==> config.mk <==
export PLATFORM = sky130hd
export DESIGN_NAME = murmur64a_key_hash_unit
export DESIGN_NICKNAME = d
export VERILOG_FILES = /design/src/design/mkh_pkg.sv /design/src/design/mkh_datapath.sv /design/src/design/mkh_ctrl.sv /design/src/design/murmur64a_key_hash_unit.sv
export SDC_FILE = /design/constraint.sdc
export NUM_CORES = 2
export LEC_CHECK = 0
export BUFFER_PORTS_ARGS = -buffer_cell sky130_fd_sc_hd__buf_2
export CAP_MARGIN = 20
export CORE_ASPECT_RATIO = 1.1
export CORE_MARGIN = 10
export CORE_UTILIZATION = 39
export DETAILED_ROUTE_END_ITERATION = 12
export GPL_TIMING_DRIVEN = 0
export MAX_ROUTING_LAYER = met4
export PLACE_DENSITY = 0.65
export SKIP_CTS_REPAIR_TIMING = 1
export SLEW_MARGIN = 20
export SYNTH_ARGS = -nofsm -noshare
export SYNTH_HDL_FRONTEND = slang
export SYNTH_HIERARCHICAL = 1
export SYNTH_SLANG_ARGS = --single-unit
==> constraint.sdc <==
create_clock -name clk -period 18.55 [get_ports clk]
set_clock_uncertainty 0.15 [all_clocks]
set_input_delay 2.7825 -clock clk [delete_from_list [all_inputs] [get_ports clk]]
set_output_delay 2.7825 -clock clk [all_outputs]
set_load 0.01 [all_outputs]
==> src/design/mkh_pkg.sv <==
package mkh_pkg;

    // hash constants
    localparam logic [63:0] MUR_M = 64'hc6a4a7935bd1e995;
    localparam int unsigned MUR_R = 47;

    // default size limit handed to the top level
    localparam int unsigned MAX_KEY_BYTES_DEF = 4096;

    // configuration register indexes
    localparam logic CFG_SEED      = 1'b0;
    localparam logic CFG_KEY_BYTES = 1'b1;

    // configuration reset values
    localparam logic [31:0] SEED_RST      = 32'd0;
    localparam logic [12:0] KEY_BYTES_RST = 13'd8;

    typedef enum logic [1:0] {
        S_IDLE,
        S_MUL,
        S_NEXT
    } state_t;

    // which multiply (or dispatch step) is in flight
    typedef enum logic [2:0] {
        J_LEN,
        J_WORD,
        J_K1,
        J_K2,
        J_H,
        J_FIN
    } job_t;

    // partial product phases of one 64-bit multiply by MUR_M
    typedef enum logic [1:0] {
        PH0,
        PH1,
        PH2
    } phase_t;

    // multiplier operand sources
    typedef enum logic [2:0] {
        OP_LEN,
        OP_KEY,
        OP_KXS,
        OP_HXK,
        OP_TAIL,
        OP_FIN
    } op_sel_t;

    typedef struct packed {
        logic     load_word;
        logic     op_load;
        op_sel_t  op_sel;
        logic     mul_en;
        phase_t   phase;
        logic     h_init;
        logic     h_load_acc;
        logic     word_step;
        logic     out_load;
    } cmd_t;

    typedef struct packed {
        logic first;
        logic full_word;
        logic last;
    } status_t;

endpackage

==> src/design/mkh_datapath.sv <==
module mkh_datapath #(
    parameter int unsigned MAX_KEY_BYTES = mkh_pkg::MAX_KEY_BYTES_DEF
) (
    input  logic             clk,
    input  logic             rst_n,
    input  logic             cfg_we,
    input  logic             cfg_index,
    input  logic [31:0]      cfg_data,
    input  logic [63:0]      key_word,
    input  mkh_pkg::cmd_t    cmd,
    output mkh_pkg::status_t st,
    output logic [63:0]      hash
);

    localparam int unsigned MAX_WORDS = (MAX_KEY_BYTES + 7) / 8;
    localparam int unsigned WORD_W    = $clog2(MAX_WORDS + 1);

    logic [31:0]       seed_reg;
    logic [12:0]       key_bytes_reg;
    logic [WORD_W-1:0] words_reg;
    logic [63:0]       k_reg;
    logic [63:0]       h_reg;
    logic [63:0]       op_reg;
    logic [63:0]       acc_reg;
    logic [63:0]       hash_reg;

    logic [31:0] len32;
    logic [31:0] kb32;
    logic [31:0] total_words;
    logic [31:0] full_words;
    logic [31:0] words32;
    logic [2:0]  tail;
    logic [63:0] tail_mask;
    logic [63:0] op_next;
    logic [63:0] acc_xs;
    logic [31:0] mul_x;
    logic [31:0] mul_y;
    logic [63:0] prod;

    // effective key length: zero reads as one, large values saturate
    always_comb
    begin
        kb32 = {19'd0, key_bytes_reg};
        if (kb32 == 32'd0)
        begin
            len32 = 32'd1;
        end
        else if (kb32 > 32'(MAX_KEY_BYTES))
        begin
            len32 = 32'(MAX_KEY_BYTES);
        end
        else
        begin
            len32 = kb32;
        end
    end

    assign total_words = (len32 + 32'd7) >> 3;
    assign full_words  = len32 >> 3;
    assign tail        = len32[2:0];
    assign words32     = 32'(words_reg);

    // word position status
    assign st.first     = (words_reg == '0);
    assign st.full_word = (words32 < full_words);
    assign st.last      = ((words32 + 32'd1) >= total_words);

    // keep the low tail bytes of a partial word
    always_comb
    begin
        for (int i = 0; i < 8; i++)
        begin
            tail_mask[8*i +: 8] = (3'(i) < tail) ? 8'hff : 8'h00;
        end
    end

    assign acc_xs = acc_reg ^ (acc_reg >> mkh_pkg::MUR_R);

    // operand select for the next multiply
    always_comb
    begin
        case (cmd.op_sel)
            mkh_pkg::OP_LEN:  op_next = 64'(len32);
            mkh_pkg::OP_KEY:  op_next = k_reg;
            mkh_pkg::OP_KXS:  op_next = acc_xs;
            mkh_pkg::OP_HXK:  op_next = h_reg ^ acc_reg;
            mkh_pkg::OP_TAIL: op_next = h_reg ^ (k_reg & tail_mask);
            mkh_pkg::OP_FIN:  op_next = acc_xs;
            default:          op_next = k_reg;
        endcase
    end

    // shared 32x32 multiplier, one partial product per phase
    assign mul_x = (cmd.phase == mkh_pkg::PH1) ? op_reg[63:32] : op_reg[31:0];
    assign mul_y = (cmd.phase == mkh_pkg::PH2) ? mkh_pkg::MUR_M[63:32]
                                               : mkh_pkg::MUR_M[31:0];
    assign prod  = mul_x * mul_y;

    // configuration registers and word counter
    always_ff @(posedge clk or negedge rst_n)
    begin
        if (!rst_n)
        begin
            seed_reg      <= mkh_pkg::SEED_RST;
            key_bytes_reg <= mkh_pkg::KEY_BYTES_RST;
            words_reg     <= '0;
        end
        else
        begin
            if (cfg_we)
            begin
                case (cfg_index)
                    mkh_pkg::CFG_SEED:      seed_reg      <= cfg_data;
                    mkh_pkg::CFG_KEY_BYTES: key_bytes_reg <= cfg_data[12:0];
                    default:                seed_reg      <= seed_reg;
                endcase
                words_reg <= '0;
            end
            else if (cmd.word_step)
            begin
                words_reg <= st.last ? '0 : words_reg + WORD_W'(1);
            end
        end
    end

    // payload registers
    always_ff @(posedge clk)
    begin
        if (cmd.load_word)
        begin
            k_reg <= key_word;
        end
        if (cmd.op_load)
        begin
            op_reg <= op_next;
        end
        if (cmd.mul_en)
        begin
            if (cmd.phase == mkh_pkg::PH0)
            begin
                acc_reg <= prod;
            end
            else
            begin
                acc_reg[63:32] <= acc_reg[63:32] + prod[31:0];
            end
        end
        if (cmd.h_init)
        begin
            h_reg <= {32'd0, seed_reg} ^ acc_reg;
        end
        else if (cmd.h_load_acc)
        begin
            h_reg <= acc_reg;
        end
        if (cmd.out_load)
        begin
            hash_reg <= acc_xs;
        end
    end

    assign hash = hash_reg;

endmodule

==> src/design/mkh_ctrl.sv <==
module mkh_ctrl (
    input  logic             clk,
    input  logic             rst_n,
    input  logic             in_valid,
    output logic             in_ready,
    output logic             out_valid,
    input  logic             out_ready,
    input  mkh_pkg::status_t st,
    output mkh_pkg::cmd_t    cmd
);

    mkh_pkg::state_t state_reg;
    mkh_pkg::state_t state_next;
    mkh_pkg::job_t   job_reg;
    mkh_pkg::job_t   job_next;
    mkh_pkg::phase_t phase_reg;
    mkh_pkg::phase_t phase_next;
    logic            out_valid_reg;
    logic            out_valid_next;

    // state registers
    always_ff @(posedge clk or negedge rst_n)
    begin
        if (!rst_n)
        begin
            state_reg     <= mkh_pkg::S_IDLE;
            job_reg       <= mkh_pkg::J_LEN;
            phase_reg     <= mkh_pkg::PH0;
            out_valid_reg <= 1'b0;
        end
        else
        begin
            state_reg     <= state_next;
            job_reg       <= job_next;
            phase_reg     <= phase_next;
            out_valid_reg <= out_valid_next;
        end
    end

    // next state and commands
    always_comb
    begin
        state_next = state_reg;
        job_next   = job_reg;
        phase_next = phase_reg;
        in_ready   = 1'b0;
        cmd        = '0;
        cmd.phase  = phase_reg;

        case (state_reg)
            mkh_pkg::S_IDLE:
            begin
                in_ready = 1'b1;
                if (in_valid)
                begin
                    cmd.load_word = 1'b1;
                    if (st.first)
                    begin
                        cmd.op_load = 1'b1;
                        cmd.op_sel  = mkh_pkg::OP_LEN;
                        job_next    = mkh_pkg::J_LEN;
                        phase_next  = mkh_pkg::PH0;
                        state_next  = mkh_pkg::S_MUL;
                    end
                    else
                    begin
                        job_next   = mkh_pkg::J_WORD;
                        state_next = mkh_pkg::S_NEXT;
                    end
                end
            end

            mkh_pkg::S_MUL:
            begin
                cmd.mul_en = 1'b1;
                case (phase_reg)
                    mkh_pkg::PH0: phase_next = mkh_pkg::PH1;
                    mkh_pkg::PH1: phase_next = mkh_pkg::PH2;
                    default:
                    begin
                        phase_next = mkh_pkg::PH0;
                        state_next = mkh_pkg::S_NEXT;
                    end
                endcase
            end

            mkh_pkg::S_NEXT:
            begin
                case (job_reg)
                    mkh_pkg::J_LEN:
                    begin
                        cmd.h_init = 1'b1;
                        job_next   = mkh_pkg::J_WORD;
                    end
                    mkh_pkg::J_WORD:
                    begin
                        cmd.op_load = 1'b1;
                        if (st.full_word)
                        begin
                            cmd.op_sel = mkh_pkg::OP_KEY;
                            job_next   = mkh_pkg::J_K1;
                        end
                        else
                        begin
                            cmd.op_sel = mkh_pkg::OP_TAIL;
                            job_next   = mkh_pkg::J_H;
                        end
                        phase_next = mkh_pkg::PH0;
                        state_next = mkh_pkg::S_MUL;
                    end
                    mkh_pkg::J_K1:
                    begin
                        cmd.op_load = 1'b1;
                        cmd.op_sel  = mkh_pkg::OP_KXS;
                        job_next    = mkh_pkg::J_K2;
                        phase_next  = mkh_pkg::PH0;
                        state_next  = mkh_pkg::S_MUL;
                    end
                    mkh_pkg::J_K2:
                    begin
                        cmd.op_load = 1'b1;
                        cmd.op_sel  = mkh_pkg::OP_HXK;
                        job_next    = mkh_pkg::J_H;
                        phase_next  = mkh_pkg::PH0;
                        state_next  = mkh_pkg::S_MUL;
                    end
                    mkh_pkg::J_H:
                    begin
                        cmd.h_load_acc = 1'b1;
                        cmd.word_step  = 1'b1;
                        if (st.last)
                        begin
                            cmd.op_load = 1'b1;
                            cmd.op_sel  = mkh_pkg::OP_FIN;
                            job_next    = mkh_pkg::J_FIN;
                            phase_next  = mkh_pkg::PH0;
                            state_next  = mkh_pkg::S_MUL;
                        end
                        else
                        begin
                            state_next = mkh_pkg::S_IDLE;
                        end
                    end
                    mkh_pkg::J_FIN:
                    begin
                        // wait for the output slot to free up
                        if (!out_valid_reg || out_ready)
                        begin
                            cmd.out_load = 1'b1;
                            state_next   = mkh_pkg::S_IDLE;
                        end
                    end
                    default:
                    begin
                        state_next = mkh_pkg::S_IDLE;
                    end
                endcase
            end

            default:
            begin
                state_next = mkh_pkg::S_IDLE;
            end
        endcase
    end

    // output beat valid
    always_comb
    begin
        if (cmd.out_load)
        begin
            out_valid_next = 1'b1;
        end
        else if (out_ready)
        begin
            out_valid_next = 1'b0;
        end
        else
        begin
            out_valid_next = out_valid_reg;
        end
    end

    assign out_valid = out_valid_reg;

    // multiply phases run in order
    a_phase_order: assert property (@(posedge clk) disable iff (!rst_n)
        (state_reg == mkh_pkg::S_MUL && phase_reg == mkh_pkg::PH0)
        |=> (state_reg == mkh_pkg::S_MUL && phase_reg == mkh_pkg::PH1))
        else $error("multiply phase sequence broken");

    // a result never overwrites one still waiting
    a_out_slot: assert property (@(posedge clk) disable iff (!rst_n)
        cmd.out_load |-> (!out_valid_reg || out_ready))
        else $error("result loaded over a pending beat");

    // an accepted beat always starts work
    a_accept_work: assert property (@(posedge clk) disable iff (!rst_n)
        (in_valid && in_ready)
        |=> (state_reg == mkh_pkg::S_MUL || state_reg == mkh_pkg::S_NEXT))
        else $error("accepted beat did not start work");

    // finalize only follows the last hash multiply
    a_fin_after_h: assert property (@(posedge clk) disable iff (!rst_n)
        (state_reg == mkh_pkg::S_MUL && job_reg == mkh_pkg::J_FIN
         && phase_reg == mkh_pkg::PH0)
        |-> $past(job_reg) == mkh_pkg::J_H)
        else $error("finalize entered without hash multiply");

endmodule

==> src/design/murmur64a_key_hash_unit.sv <==
// channel   direction  payload                       handshake
// s_axis    in         tdata[63:0] = key_word        tvalid / tready
// m_axis    out        tdata[63:0] = hash            tvalid / tready
// cfg       in         cfg_index 0 seed, 1 key_bytes cfg_we, no wait
//
// every 64-bit multiply by the hash constant runs in partial-product phases on one
// shared 32x32 multiplier; a full word costs 3 multiplies plus dispatch, a tail
// word one multiply; the first word of a key adds a multiply for the length
// product, the last word adds one for finalize
// reset clears the controller, the word count and the configuration registers
// a new beat is taken while a finished hash still waits on m_axis;
// finalize stalls only while that earlier hash is still untaken
module murmur64a_key_hash_unit #(
    parameter int unsigned MAX_KEY_BYTES = mkh_pkg::MAX_KEY_BYTES_DEF
) (
    input  logic        clk,
    input  logic        rst_n,
    input  logic        cfg_we,
    input  logic        cfg_index,
    input  logic [31:0] cfg_data,
    input  logic        s_axis_tvalid,
    output logic        s_axis_tready,
    input  logic [63:0] s_axis_tdata,   // [63:0] key_word
    output logic        m_axis_tvalid,
    input  logic        m_axis_tready,
    output logic [63:0] m_axis_tdata    // [63:0] hash
);

    mkh_pkg::cmd_t    cmd;
    mkh_pkg::status_t st;

    mkh_ctrl u_ctrl (
        .clk       (clk),
        .rst_n     (rst_n),
        .in_valid  (s_axis_tvalid),
        .in_ready  (s_axis_tready),
        .out_valid (m_axis_tvalid),
        .out_ready (m_axis_tready),
        .st        (st),
        .cmd       (cmd)
    );

    mkh_datapath #(
        .MAX_KEY_BYTES (MAX_KEY_BYTES)
    ) u_datapath (
        .clk       (clk),
        .rst_n     (rst_n),
        .cfg_we    (cfg_we),
        .cfg_index (cfg_index),
        .cfg_data  (cfg_data),
        .key_word  (s_axis_tdata),
        .cmd       (cmd),
        .st        (st),
        .hash      (m_axis_tdata)
    );

endmodule

==> results.yml <==
synth:
  synth_area_um2: 44500
  synth_edf_count: 320
  synthArstFlopShare_pct: 16.4
  syn-mean-instance-area_um2: 10.2
  synth.distinct_cells: 94
  yosysSeqAreaShare_pct: 25.1
  synth.ff_latch_count: 383
  yosys_warnings: 6
  synthFlopType: "edfxtp_1"
  synthCells: 4367
critical_path:
  critPathMaxFanout: 10
  crit_path_max_incr_delay_ps: 1030
  cp_slowest_cell: "mux2i_1"
  r2r-start: "u_ctrl/phase_reg[0]$_DFFE_PN0P_"
  cp-start-kind: "flip-flop"
  r2r_end: "u_datapath/acc_reg[63]$_DFFE_PP_"
  reg2reg_depth: 36
  cp-endpoint: "u_datapath/acc_reg[63]$_DFFE_PP_"
  crit_start: "u_ctrl/phase_reg[0]$_DFFE_PN0P_"
  required_ps: 18680
  setup.worst_path.class: "flip-flop to flip-flop"
  crit_path_end_kind: "flip-flop"
  critPathArrivalTime_ps: 13460
  r2r_slack_ps: 5220
grt:
  grt-ovfl-total: 0
  grt_first_pass_wirelength_mm: 226
  grt_pass1_vias: 34400
  antenna_found_initial: 6
  grt_start_max_net_pins: 65
  grtUsageTotal_pct: 24.1
die:
  die_x_um: 342
  num_rows: 129
  die-area_um2: 128000
  io_pins: 168
  start_util_pct: 39.5
  die_y_um: 374
  core-area_um2: 113000
layout:
  area_delta_synth_final_pct: 9.83
  nets: 5765
  utilization_pct: 43.3
  instances_no_fill: 6129
  drive_gt1_share_pct: 7.90
  antenna_cells: 0
drt:
  wire_per_inst_um: 24.7
  vias: 33400
  drtIter0Drc: 3363
  drc_errors: 0
  via_per_inst: 5.45
  dr.pass1.iters: 6
  totalWireLength_mm: 151
  drtAntennaViolNets: 0
clocking:
  cts_tree: "done"
  clock_latency_ps: 590
  clockBufferDepth: 3
  cts-buffers-inserted: 41
  clk_pin_slew_ps: 60
  htree_levels: 2
  cts_root_buf: "clkbuf_16"
  cts.sink_count: 383
run_status:
  status: "finished clean"
sta:
  rsz0062_at_grt: "no"
  period_minus_slack_ps: 13330
  tightest_slew_ps: 1170
  timing.final.hold_violations: 0
  fin_crit_sh_pct: 71.9
  tns_ps: 0
  setup_violations: 0
  hold_ws_ps: 360
  slew_violations: 0
  max_freq_ghz: 0.0750
  slew_headroom_pct: 19.9
placed_design:
  portBuffers: 167
  gp_congestion: 1.04
  dp_cells: 6053
  dp_hpwl_mm: 127
min_path:
  min-delay-path-class: "flip-flop to flip-flop"
  hold_depth: 1
run:
  drv_cap: 0
## cell usage in the layout, fill, tap and decap left out, types with 24 or more instances in the layout
| master | n |
|---|---|
| buf_2 | 177 |
| mux2_2 | 55 |
| nand3_1 | 73 |
| o21a_1 | 40 |
| mux2i_1 | 35 |
| o211ai_1 | 25 |
| dfrtp_1 | 62 |
| clkbuf_16 | 43 |
| nor2b_1 | 25 |
| ha_1 | 460 |
| a31oi_1 | 74 |
| a21oi_1 | 264 |
| nor2_1 | 215 |
| a21o_1 | 57 |
| clkbuf_1 | 129 |
| nand2b_1 | 104 |
| a21boi_0 | 26 |
| o22a_1 | 24 |
| o21ai_0 | 154 |
| xnor2_1 | 108 |
| edfxtp_1 | 320 |
| fa_1 | 612 |
| o22ai_1 | 44 |
| inv_1 | 849 |
| xor2_1 | 71 |
| nand2_1 | 279 |
## cell type report
type / count / area, um^2
Tap cell: 1506 / 1880
Clock inverter: 28 / 312
Timing Repair Buffer: 176 / 1020
Clock buffer: 47 / 1090
Buffer: 152 / 607
Multi-Input combinational cell: 2987 / 29600
Inverter: 850 / 3190
Fill cell: 10800 / 63900
Sequential cell: 383 / 11200
## routing by layer
layer  routed length, um  vias to the layer above  track usage [%]  part of all wire, %
met5                   0                        -                -                    0
met4                6620                        0             8.71                  4.4
li1                    -                    14800                -                    -
met1               61500                    16800             31.0                   41
met3               13000                      293             3.99                  8.6
met2               70100                     1518             38.1                   46
## cell families after synthesis
| logic type | Yosys count | synth area share [%] |
|---|---|---|
| AOI/OAI and AO/OA | 799 | 11.2 |
| xor gates and xnor gates | 180 | 3.57 |
| adders and majority gates | 1072 | 40.5 |
| buffers and inverters | 1002 | 8.53 |
| DFF | 383 | 25.1 |
| muxes | 96 | 2.34 |
| other | 2 | 0.0169 |
| and+or+nand+nor | 833 | 8.75 |
## through the flow
| step | setup slack (ps) | instance area [um^2] |
|---|---|---|
| floorplan | 8510 | 44500 |
| global placement | 5510 | 47200 |
| detailed placement | 5510 | 47500 |
| CTS | 5390 | 48900 |
| global route | 4790 | 48900 |
| finish | 5220 | 48900 |
## worst min-delay path by stage
stage / start / to
after floorplan: u_datapath/words_reg[9]$_DFFE_PN0P_ / u_datapath/words_reg[9]$_DFFE_PN0P_
after global placement: u_datapath/seed_reg[5]$_DFFE_PN0P_ / u_datapath/seed_reg[5]$_DFFE_PN0P_
after detailed placement: u_datapath/seed_reg[9]$_DFFE_PN0P_ / u_datapath/seed_reg[9]$_DFFE_PN0P_
after CTS: u_datapath/seed_reg[9]$_DFFE_PN0P_ / u_datapath/seed_reg[9]$_DFFE_PN0P_
after global routing: u_datapath/seed_reg[8]$_DFFE_PN0P_ / u_datapath/seed_reg[8]$_DFFE_PN0P_
final: u_datapath/seed_reg[3]$_DFFE_PN0P_ / u_datapath/seed_reg[3]$_DFFE_PN0P_
## worst max-delay path, delay by kind of cell (launching register included)
kind	cells	cell delay, ps
flip-flops	1	660
adder cells (fa/ha/maj)	10	4760
XOR/XNOR	2	470
buffers and inverters	11	2880
multiplexers	1	1030
AO/OA/AOI/OAI	8	1970
AND/OR/NAND/NOR	4	1050
## cell usage after synthesis (62+ instances only)
| library cell | n | share of area [%] |
|---|---|---|
| o21ai_0 | 154 | 1.7 |
| fa_1 | 612 | 28 |
| xor2_1 | 71 | 1.4 |
| clkbuf_1 | 125 | 1.1 |
| edfxtp_1 | 320 | 22 |
| xnor2_1 | 108 | 2.1 |
| a21oi_1 | 264 | 3.0 |
| nand2b_1 | 104 | 1.5 |
| inv_1 | 849 | 7.2 |
| ha_1 | 460 | 13 |
| nand2_1 | 279 | 2.4 |
| nand3_1 | 73 | 0.82 |
| a31oi_1 | 74 | 1.0 |
| nor2_1 | 221 | 1.9 |
| dfrtp_1 | 62 | 3.5 |
Power is not shown: default switching activity piles up to over one toggle a cycle in this logic, so the estimate is an artifact.
